==> src/hdl/ipc_pkg.sv <==
// shared types, constants and helper functions of the infix-to-postfix converter
package ipc_pkg;

  localparam int STACK_DEPTH = 32;
  localparam int IDX_W       = $clog2(STACK_DEPTH);
  localparam int CNT_W       = $clog2(STACK_DEPTH) + 1;

  typedef logic [CNT_W-1:0] cnt_t;
  typedef logic [IDX_W-1:0] idx_t;
  typedef logic [2:0]       op_code_t;
  typedef logic [2:0]       status_t;
  typedef logic [1:0]       prec_t;

  localparam op_code_t CODE_OPEN  = 3'd0;
  localparam op_code_t CODE_POW   = 3'd1;
  localparam op_code_t CODE_MUL   = 3'd2;
  localparam op_code_t CODE_DIV   = 3'd3;
  localparam op_code_t CODE_ADD   = 3'd4;
  localparam op_code_t CODE_SUB   = 3'd5;

  localparam status_t ST_OK        = 3'd0;
  localparam status_t ST_OVERFLOW  = 3'd1;
  localparam status_t ST_UNM_CLOSE = 3'd2;
  localparam status_t ST_UNM_OPEN  = 3'd3;
  localparam status_t ST_UNKNOWN   = 3'd4;

  localparam logic [7:0] CH_OPEN  = 8'h28;
  localparam logic [7:0] CH_CLOSE = 8'h29;
  localparam logic [7:0] CH_POW   = 8'h5E;
  localparam logic [7:0] CH_MUL   = 8'h2A;
  localparam logic [7:0] CH_DIV   = 8'h2F;
  localparam logic [7:0] CH_ADD   = 8'h2B;
  localparam logic [7:0] CH_SUB   = 8'h2D;

  typedef enum logic [2:0] {
    S_IDLE,
    S_CLASSIFY,
    S_CLOSE,
    S_OPER,
    S_FLUSH,
    S_FINISH
  } state_t;

  // commands from controller to datapath
  typedef struct packed {
    logic    load;
    logic    emit_in;
    logic    emit_top;
    logic    pop;
    logic    push;
    logic    push_open;
    logic    err_set;
    status_t err_code;
    logic    finish;
  } ipc_cmd_t;

  // status from datapath to controller
  typedef struct packed {
    logic letter;
    logic open;
    logic close;
    logic op;
    logic eoe;
    logic empty;
    logic top_open;
    logic brk;
    logic out_free;
    logic need_finish;
  } ipc_stat_t;

  function automatic logic is_letter(input logic [7:0] ch);
    is_letter = ((ch >= 8'h61) && (ch <= 8'h7A)) || ((ch >= 8'h41) && (ch <= 8'h5A));
  endfunction

  function automatic logic is_op(input logic [7:0] ch);
    is_op = (ch == CH_POW) || (ch == CH_MUL) || (ch == CH_DIV) ||
            (ch == CH_ADD) || (ch == CH_SUB);
  endfunction

  function automatic op_code_t op_code_of(input logic [7:0] ch);
    case (ch)
      CH_POW:  op_code_of = CODE_POW;
      CH_MUL:  op_code_of = CODE_MUL;
      CH_DIV:  op_code_of = CODE_DIV;
      CH_ADD:  op_code_of = CODE_ADD;
      CH_SUB:  op_code_of = CODE_SUB;
      default: op_code_of = CODE_OPEN;
    endcase
  endfunction

  function automatic prec_t prec_of(input op_code_t c);
    case (c)
      CODE_POW:           prec_of = 2'd3;
      CODE_MUL, CODE_DIV: prec_of = 2'd2;
      CODE_ADD, CODE_SUB: prec_of = 2'd1;
      default:            prec_of = 2'd0;
    endcase
  endfunction

  function automatic logic [7:0] code_char(input op_code_t c);
    case (c)
      CODE_OPEN: code_char = CH_OPEN;
      CODE_POW:  code_char = CH_POW;
      CODE_MUL:  code_char = CH_MUL;
      CODE_DIV:  code_char = CH_DIV;
      CODE_ADD:  code_char = CH_ADD;
      CODE_SUB:  code_char = CH_SUB;
      default:   code_char = 8'h00;
    endcase
  endfunction

endpackage

==> src/hdl/ipc_dp.sv <==
// datapath: input register, operator stack, held result and output register
module ipc_dp (
  input  logic               clk,
  input  logic               rst,
  input  ipc_pkg::ipc_cmd_t  cmd,
  output ipc_pkg::ipc_stat_t stat,
  input  logic [7:0]         in_char,
  input  logic               in_eoe,
  output logic               res_valid,
  input  logic               res_ready,
  output logic [7:0]         res_char,
  output logic               res_char_valid,
  output ipc_pkg::status_t   res_status,
  output logic               res_last
);
  import ipc_pkg::*;

  op_code_t   op_stack [STACK_DEPTH];
  cnt_t       stack_count;
  logic [7:0] ch;
  logic       eoe;
  status_t    status;
  logic       hold_valid;
  logic [7:0] hold_char;
  op_code_t   top;

  op_code_t   in_code;
  op_code_t   push_code;
  logic       full;
  logic       out_free;
  logic       emit;
  logic [7:0] emit_char;
  cnt_t       top_ptr;
  cnt_t       below_ptr;

  assign top_ptr   = stack_count - cnt_t'(1);
  assign below_ptr = stack_count - cnt_t'(2);
  assign in_code   = op_code_of(ch);
  assign push_code = cmd.push_open ? CODE_OPEN : in_code;
  assign full      = stack_count >= cnt_t'(STACK_DEPTH - 1);
  assign out_free  = !res_valid || res_ready;
  assign emit      = cmd.emit_in || cmd.emit_top;
  assign emit_char = cmd.emit_in ? ch : code_char(top);

  always_comb begin
    stat.letter      = is_letter(ch);
    stat.open        = (ch == CH_OPEN);
    stat.close       = (ch == CH_CLOSE);
    stat.op          = is_op(ch);
    stat.eoe         = eoe;
    stat.empty       = (stack_count == '0);
    stat.top_open    = (top == CODE_OPEN);
    stat.brk         = (prec_of(in_code) > prec_of(top)) ||
                       ((prec_of(in_code) == prec_of(top)) && (in_code == CODE_POW));
    stat.out_free    = out_free;
    stat.need_finish = hold_valid || (status != ST_OK);
  end

  // stack storage, no reset; top keeps a registered copy of the top entry
  always_ff @(posedge clk) begin
    if (cmd.push && !full) begin
      op_stack[stack_count[IDX_W-1:0]] <= push_code;
      top                              <= push_code;
    end else if (cmd.pop) begin
      top <= op_stack[below_ptr[IDX_W-1:0]];
    end
  end

  always_ff @(posedge clk) begin
    if (cmd.load) begin
      ch  <= in_char;
      eoe <= in_eoe;
    end
  end

  always_ff @(posedge clk) begin
    if (rst) begin
      stack_count <= '0;
      status      <= ST_OK;
      hold_valid  <= 1'b0;
    end else begin
      if (cmd.push && !full) begin
        stack_count <= stack_count + cnt_t'(1);
      end else if (cmd.pop) begin
        stack_count <= top_ptr;
      end
      if (cmd.load) begin
        status <= ST_OK;
      end else if (status == ST_OK) begin
        if (cmd.push && full) begin
          status <= ST_OVERFLOW;
        end else if (cmd.err_set) begin
          status <= cmd.err_code;
        end
      end
      if (emit) begin
        hold_valid <= 1'b1;
      end else if (cmd.finish) begin
        hold_valid <= 1'b0;
      end
    end
  end

  always_ff @(posedge clk) begin
    if (emit) begin
      hold_char <= emit_char;
    end
  end

  // output register
  always_ff @(posedge clk) begin
    if (rst) begin
      res_valid <= 1'b0;
    end else if ((emit && hold_valid) || cmd.finish) begin
      res_valid <= 1'b1;
    end else if (res_ready) begin
      res_valid <= 1'b0;
    end
  end

  always_ff @(posedge clk) begin
    if (emit && hold_valid) begin
      res_char       <= hold_char;
      res_char_valid <= 1'b1;
      res_status     <= ST_OK;
      res_last       <= 1'b0;
    end else if (cmd.finish) begin
      res_char       <= hold_valid ? hold_char : 8'h00;
      res_char_valid <= hold_valid;
      res_status     <= status;
      res_last       <= 1'b1;
    end
  end

endmodule

==> src/hdl/ipc_ctrl.sv <==
// controller: sequences classification, stack pops and pushes, and flush
module ipc_ctrl (
  input  logic               clk,
  input  logic               rst,
  input  logic               in_valid,
  output logic               in_ready,
  input  ipc_pkg::ipc_stat_t stat,
  output ipc_pkg::ipc_cmd_t  cmd
);
  import ipc_pkg::*;

  state_t state;
  state_t state_next;
  state_t after;

  assign after = stat.eoe ? S_FLUSH : S_FINISH;

  always_ff @(posedge clk) begin
    if (rst) begin
      state <= S_IDLE;
    end else begin
      state <= state_next;
    end
  end

  always_comb begin
    state_next = state;
    case (state)
      S_IDLE: begin
        if (in_valid) state_next = S_CLASSIFY;
      end
      S_CLASSIFY: begin
        if (stat.letter) begin
          if (stat.out_free) state_next = after;
        end else if (stat.close) begin
          state_next = S_CLOSE;
        end else if (stat.op) begin
          state_next = S_OPER;
        end else begin
          state_next = after;
        end
      end
      S_CLOSE: begin
        if (stat.empty || stat.top_open) state_next = after;
      end
      S_OPER: begin
        if (stat.empty || stat.top_open || stat.brk) state_next = after;
      end
      S_FLUSH: begin
        if (stat.empty) state_next = S_FINISH;
      end
      S_FINISH: begin
        if (!stat.need_finish || stat.out_free) state_next = S_IDLE;
      end
      default: state_next = S_IDLE;
    endcase
  end

  always_comb begin
    cmd      = '0;
    in_ready = 1'b0;
    case (state)
      S_IDLE: begin
        // no item is taken while reset is held
        in_ready = !rst;
        cmd.load = in_valid && !rst;
      end
      S_CLASSIFY: begin
        if (stat.letter) begin
          cmd.emit_in = stat.out_free;
        end else if (stat.open) begin
          cmd.push      = 1'b1;
          cmd.push_open = 1'b1;
        end else if (!stat.close && !stat.op) begin
          cmd.err_set  = 1'b1;
          cmd.err_code = ST_UNKNOWN;
        end
      end
      S_CLOSE: begin
        if (stat.empty) begin
          cmd.err_set  = 1'b1;
          cmd.err_code = ST_UNM_CLOSE;
        end else if (stat.top_open) begin
          cmd.pop = 1'b1;
        end else if (stat.out_free) begin
          cmd.pop      = 1'b1;
          cmd.emit_top = 1'b1;
        end
      end
      S_OPER: begin
        if (stat.empty || stat.top_open || stat.brk) begin
          cmd.push = 1'b1;
        end else if (stat.out_free) begin
          cmd.pop      = 1'b1;
          cmd.emit_top = 1'b1;
        end
      end
      S_FLUSH: begin
        if (!stat.empty) begin
          if (stat.top_open) begin
            cmd.pop      = 1'b1;
            cmd.err_set  = 1'b1;
            cmd.err_code = ST_UNM_OPEN;
          end else if (stat.out_free) begin
            cmd.pop      = 1'b1;
            cmd.emit_top = 1'b1;
          end
        end
      end
      S_FINISH: begin
        cmd.finish = stat.need_finish && stat.out_free;
      end
      default: begin
        cmd = '0;
      end
    endcase
  end

endmodule

==> src/hdl/infix_to_postfix_converter_top.sv <==
// top level of the infix-to-postfix (shunting-yard) converter
//
// usage:
//   s_axis: one infix character per item in tdata, tlast marks the final
//   character of the expression (flush afterwards)
//   m_axis: one result per postfix character; tdata holds the character
//   (bits 7:0) and a status code (bits 10:8), tuser says whether the
//   character is meaningful, tlast marks the final result of an input item;
//   an item with no character and no error yields no result, an error
//   with no character yields one status-only result with tuser low
// sequencing:
//   each item passes S_IDLE, S_CLASSIFY and S_FINISH, ')' and operators
//   also S_CLOSE or S_OPER, which pops one operator per step, and an
//   end-of-expression flush S_FLUSH, one pop per entry; a new item is taken
//   only in S_IDLE, and the single stack sees at most one push or pop per step
// reset and stall:
//   rst (synchronous, active high) holds s_tready low, empties the stack and
//   drops any pending result; results pass through one output register, and
//   while m_tready is low the sequencer pauses at its next emitting step
module infix_to_postfix_converter_top (
  input  logic        clk,
  input  logic        rst,
  input  logic        s_tvalid,
  output logic        s_tready,
  input  logic [7:0]  s_tdata,   // in_char[7:0]
  input  logic        s_tlast,   // end_of_expr
  output logic        m_tvalid,
  input  logic        m_tready,
  output logic [15:0] m_tdata,   // out_char[7:0], status[10:8], zero[15:11]
  output logic        m_tuser,   // char_valid
  output logic        m_tlast    // last_of_run
);
  import ipc_pkg::*;

  ipc_cmd_t   cmd;
  ipc_stat_t  stat;
  logic [7:0] res_char;
  status_t    res_status;

  // sequencer: decides which stack operation runs each cycle
  ipc_ctrl u_ctrl (
    .clk      (clk),
    .rst      (rst),
    .in_valid (s_tvalid),
    .in_ready (s_tready),
    .stat     (stat),
    .cmd      (cmd)
  );

  // stack, held result and output register
  ipc_dp u_dp (
    .clk            (clk),
    .rst            (rst),
    .cmd            (cmd),
    .stat           (stat),
    .in_char        (s_tdata),
    .in_eoe         (s_tlast),
    .res_valid      (m_tvalid),
    .res_ready      (m_tready),
    .res_char       (res_char),
    .res_char_valid (m_tuser),
    .res_status     (res_status),
    .res_last       (m_tlast)
  );

  // pack character and status, pad to whole bytes
  assign m_tdata = {5'b00000, res_status, res_char};

endmodule

==> config.mk <==
export PLATFORM = sky130hd
export DESIGN_NAME = infix_to_postfix_converter_top
export DESIGN_NICKNAME = d
export VERILOG_FILES = /design/src/hdl/ipc_pkg.sv /design/src/hdl/ipc_dp.sv /design/src/hdl/ipc_ctrl.sv /design/src/hdl/infix_to_postfix_converter_top.sv
export SDC_FILE = /design/constraint.sdc
export NUM_CORES = 1
export LEC_CHECK = 0
export BUFFER_PORTS_ARGS = -buffer_cell sky130_fd_sc_hd__buf_4
export CAP_MARGIN = 20
export CORE_UTILIZATION = 25
export CTS_CLUSTER_DIAMETER = 30
export CTS_CLUSTER_SIZE = 40
export DETAILED_ROUTE_END_ITERATION = 7
export GPL_ROUTABILITY_DRIVEN = 1
export GPL_TIMING_DRIVEN = 1
export PLACE_DENSITY_LB_ADDON = 0.12
export RECOVER_POWER = 100
export SLEW_MARGIN = 20
export SYNTH_ARGS = -nofsm -noshare
export SYNTH_HDL_FRONTEND = slang
export SYNTH_SLANG_ARGS = --single-unit
export TNS_END_PERCENT = 1
==> constraint.sdc <==
create_clock -name clk -period 9.66 [get_ports clk]
set_input_delay 1.932 -clock clk [delete_from_list [all_inputs] [get_ports clk]]
set_output_delay 1.932 -clock clk [all_outputs]
set_load 0.005 [all_outputs]
==> results.txt <==
----------------------------------------------------
[Outcome]
  Status ... finished, violations left
  Violated checks ... capacitance limit, slew limit

[GRT]
  Via count of the first global-routing pass ... between 4000 and 5000
  Maximum number of pins on one net before global-route repair ... 34
  Initial antenna violation count ... 0
  First-pass GRT wire length ... 22.91 mm
  GR met1 Demand/Resource ... 0.1429
  Global-route layer with the greatest usage ... met2
  Total routing resource utilization after global routing ... 0.1183
  Total congestion overflow ... 0
  Global-route met3 utilization ... 0.02298
  M2 GR Usage ... 0.2022

[Synthesis]
  Syn avg cell area ... 13.71 um^2
  Share of flip-flops with an asynchronous set or reset after synthesis ... 0
  Flip-flop cell with the highest count after synthesis ... sky130_fd_sc_hd__edfxtp_1
  Yosys warns ... 0
  Register bit count reported by yosys ... 143
  Synth Cell Area ... 0.006551 mm^2
  Sequential area share after synthesis ... 0.6264
  EDFF count, synth ... 124
  Mapped Cells ... about 480
  Synth unique cells ... 62

[Worst setup path]
  Nature of the critical path endpoint ... flip-flop
  Worst R2R End ... u_dp.stack_count[5]
  R2R Path Start ... u_dp.ch[4]
  Start-to-end type of the worst setup path ... reg -> reg
  Crit path required time ... about 10000 ps
  Worst reg-to-reg setup slack ... 4640 ps
  Endpoint arrival time on the critical path ... about 5300 ps
  R2R cell count ... 16
  Highest fanout seen on the critical path ... 26
  Critical Path Start Type ... flip-flop

[Finish]
  Nets ... roughly 520
  Cell area after layout ... between 0.007 and 0.008 mm^2
  Sequential cell area ... 0.004105 mm^2
  Combined area of the multi-input logic cells ... 0.002210 mm^2
  Fill cell instance count of the final layout ... roughly 2600
  Antenna cell count ... 0
  Post-route non-filler standard cell count ... 843
  Fraction of layout instances using a drive strength above 1 ... 0.1969
  Post-layout util ... 0.2963
  Area delta synth->final ... 15.22%

[Floorplan]
  Overall die area ... 0.02686 mm^2
  Die height ... 163.9 um
  I/O pins ... 33
  Number of placement rows ... 58
  Core outline area ... 0.02547 mm^2
  Starting Density ... 0.2572
  Overall die width ... around 160 um

[Placed design]
  Number of buffers added on ports ... 27
  Final GP Congestion ... approximately 0.8
  Instance area after placement ... approximately 0.007 mm^2
  HPWL Detailed ... 10.13 mm
  Placed Cells incl. Taps ... 811

[STA]
  Setup TNS ... 0 ps
  Final slew viol count ... 68
  Endpoints failing setup ... 0
  Final worst-path cycle share ... 0.5200
  Highest clock rate ... 199.1 MHz
  Clock tree skew after final layout ... 11.97 ps
  Unrepaired setup endpoints after global routing ... false
  Worst relative slew slack ... -0.8001
  Time the worst path needs with I/O delays and setup ... approximately 5000 ps
  Count of endpoints failing hold in the final timing report ... 0
  Slew at the pin closest to its max-slew limit ... ~2700 ps

[Detailed routing]
  Via total after detailed routing ... 3881
  Routed wire length per instance ... 17.53 um
  Detailed-router iteration count before antenna repair ... 4
  Final routed wirelength across all metal layers ... 14.78 mm
  DRC violations left ... 0
  Vias per std cell ... 4.604
  Antenna-violating nets left ... 0
  Violation count after the first detailed-route iteration ... 222

[CTS]
  Master cell of the clock root buffer ... sky130_fd_sc_hd__clkbuf_16
  Clk Latency, worst-skew pair ... 420 ps
  CTS tree ... yes
  Post-CTS sizing ... 0
  Number of CTS-inserted buffers ... 17
  Number of clock sinks ... 143
  Max clock buf depth ... 2
  Clock transition at the registers of the reported paths ... approximately 60 ps
  Maximum level of the CTS H-tree ... 4
  Hold bufs inserted after CTS ... 0
  # Post-CTS Setup Buffers ... 0

[Worst hold path]
  Hold/Removal Path Class ... reg -> reg
  Number of cells on the worst hold path ... 2
  Worst Min Path Start ... u_dp.res_last
  Hold Path End ... u_dp.res_last

[Power and ir drop]
  Peak VDD IR ... 73.08 uV
  P per Cell Area ... ~180 mW/mm^2
  Static leakage ... 2.698 nW

[Job]
  Max-cap violations ... 2

----------------------------------------------------
-- worst max path at each step --
stage	from	endpoint	slack (ps)	depth (start not counted)
after floorplan	rst	s_tready	5380	2
after global placement	rst	s_tready	5160	3
after detailed placement	rst	s_tready	5180	3
after CTS	rst	s_tready	5170	3
after global routing	u_dp.ch[4]	u_dp.stack_count[5]	4120	16
final	u_dp.ch[4]	u_dp.stack_count[5]	4640	16
-- cell usage in the layout (no fill, tap or decap), types with 13 or more instances in the layout --
cell / n
sky130_fd_sc_hd__edfxtp_1: 124
sky130_fd_sc_hd__nor2_1: 47
sky130_fd_sc_hd__nand2_1: 34
sky130_fd_sc_hd__mux4_2: 26
sky130_fd_sc_hd__clkbuf_4: 23
sky130_fd_sc_hd__a21oi_1: 22
sky130_fd_sc_hd__dfxtp_1: 18
sky130_fd_sc_hd__clkbuf_16: 17
sky130_fd_sc_hd__o21ai_0: 16
sky130_fd_sc_hd__nand3_1: 13
-- sequential cells by signal, summed over array words and instances, names as in the netlist --
| signal | cells |
|---|---|
| u_ctrl.state | 3 |
| u_dp.ch | 8 |
| u_dp.eoe | 1 |
| u_dp.hold_char | 8 |
| u_dp.hold_valid | 1 |
| u_dp.op_stack | 96 |
| u_dp.res_char | 8 |
| u_dp.res_char_valid | 1 |
| u_dp.res_last | 1 |
| u_dp.res_status | 3 |
| u_dp.res_valid | 1 |
| u_dp.stack_count | 6 |
| u_dp.status | 3 |
| u_dp.top | 3 |
-- metrics by stage --
stage          worst slack [ps]  power (mW)  hold slack, ps
2_1_floorplan              5376      0.7235           451.7
3_3_place_gp               5157      0.7383           444.6
3_5_place_dp               5181      0.7392           454.9
4_1_cts                    5169       1.364           465.0
5_1_grt                    4120       1.395           486.2
6_report                   4637       1.344           460.5
-- final cells by class --
class / instances / area share
Timing Repair Buffer: 30 / 0.02785
Tap cell: 330 / 0.05470
Clock buffer: 17 / 0.05636
Sequential cell: 143 / 0.5438
Multi-Input combinational cell: 295 / 0.2927
Inverter: 13 / 0.006464
Clock inverter: 15 / 0.01807
-- worst max-delay path, cell delays in order, from the launching register on --
cell and delay (ps):
sky130_fd_sc_hd__edfxtp_1 460, sky130_fd_sc_hd__nor4b_1 660, sky130_fd_sc_hd__nand4_1 300, sky130_fd_sc_hd__o21ai_0 170, sky130_fd_sc_hd__ha_1 270, sky130_fd_sc_hd__nor2b_1 130, sky130_fd_sc_hd__o21ai_0 210, sky130_fd_sc_hd__a41oi_1 170
sky130_fd_sc_hd__o21bai_1 140, sky130_fd_sc_hd__clkbuf_1 860, sky130_fd_sc_hd__ha_1 400, sky130_fd_sc_hd__a21oi_1 130, sky130_fd_sc_hd__o21ai_0 140, sky130_fd_sc_hd__a21o_1 210, sky130_fd_sc_hd__a21oi_1 230, sky130_fd_sc_hd__mux2i_1 110
sky130_fd_sc_hd__o221a_2 310
-- cell usage after synthesis (all sizes together) (4+ instances only) --
library cell	n	area share
or3	10	0.010
nor3	11	0.0092
ha	7	0.013
nand3	13	0.0099
a21o	5	0.0057
mux4	26	0.089
xor2	4	0.0065
a21oi	23	0.018
xnor2	4	0.0053
nand2	34	0.019
inv	13	0.0074
edfxtp	124	0.57
or2	5	0.0048
buf	26	0.029
o21ai	16	0.012
and2	12	0.011
mux2i	7	0.011
nor4	5	0.0048
dfxtp	19	0.058
clkbuf	9	0.0052
nor2b	5	0.0048
nor2	48	0.028
mux2	6	0.010
-- layer usage --
layer / up-vias / part of all wire
met5: - / 0
met4: 0 / 0.021
met3: 21 / 0.030
met2: 68 / 0.51
met1: 1961 / 0.44
li1: 1831 / -
-- power breakdown --
group	leakage, nW	total, mW	internal [mW]	switching (mW)
combinational	0.971	0.0398	0.0184	0.0214
sequential	1.47	0.684	0.673	0.0101
clock	0.258	0.621	0.356	0.265
-- kinds of logic after synthesis --
family                   synth area share
AO/OA/AOI/OAI                     0.07277
XOR/XNOR                          0.01184
adder cells (fa/ha/maj)           0.01642
buffers and inverters             0.04125
flip-flops                         0.6264
multiplexers                       0.1104
other                           0.0005724
AND/OR/NAND/NOR                    0.1203
Power figures use the tool's default switching activity.
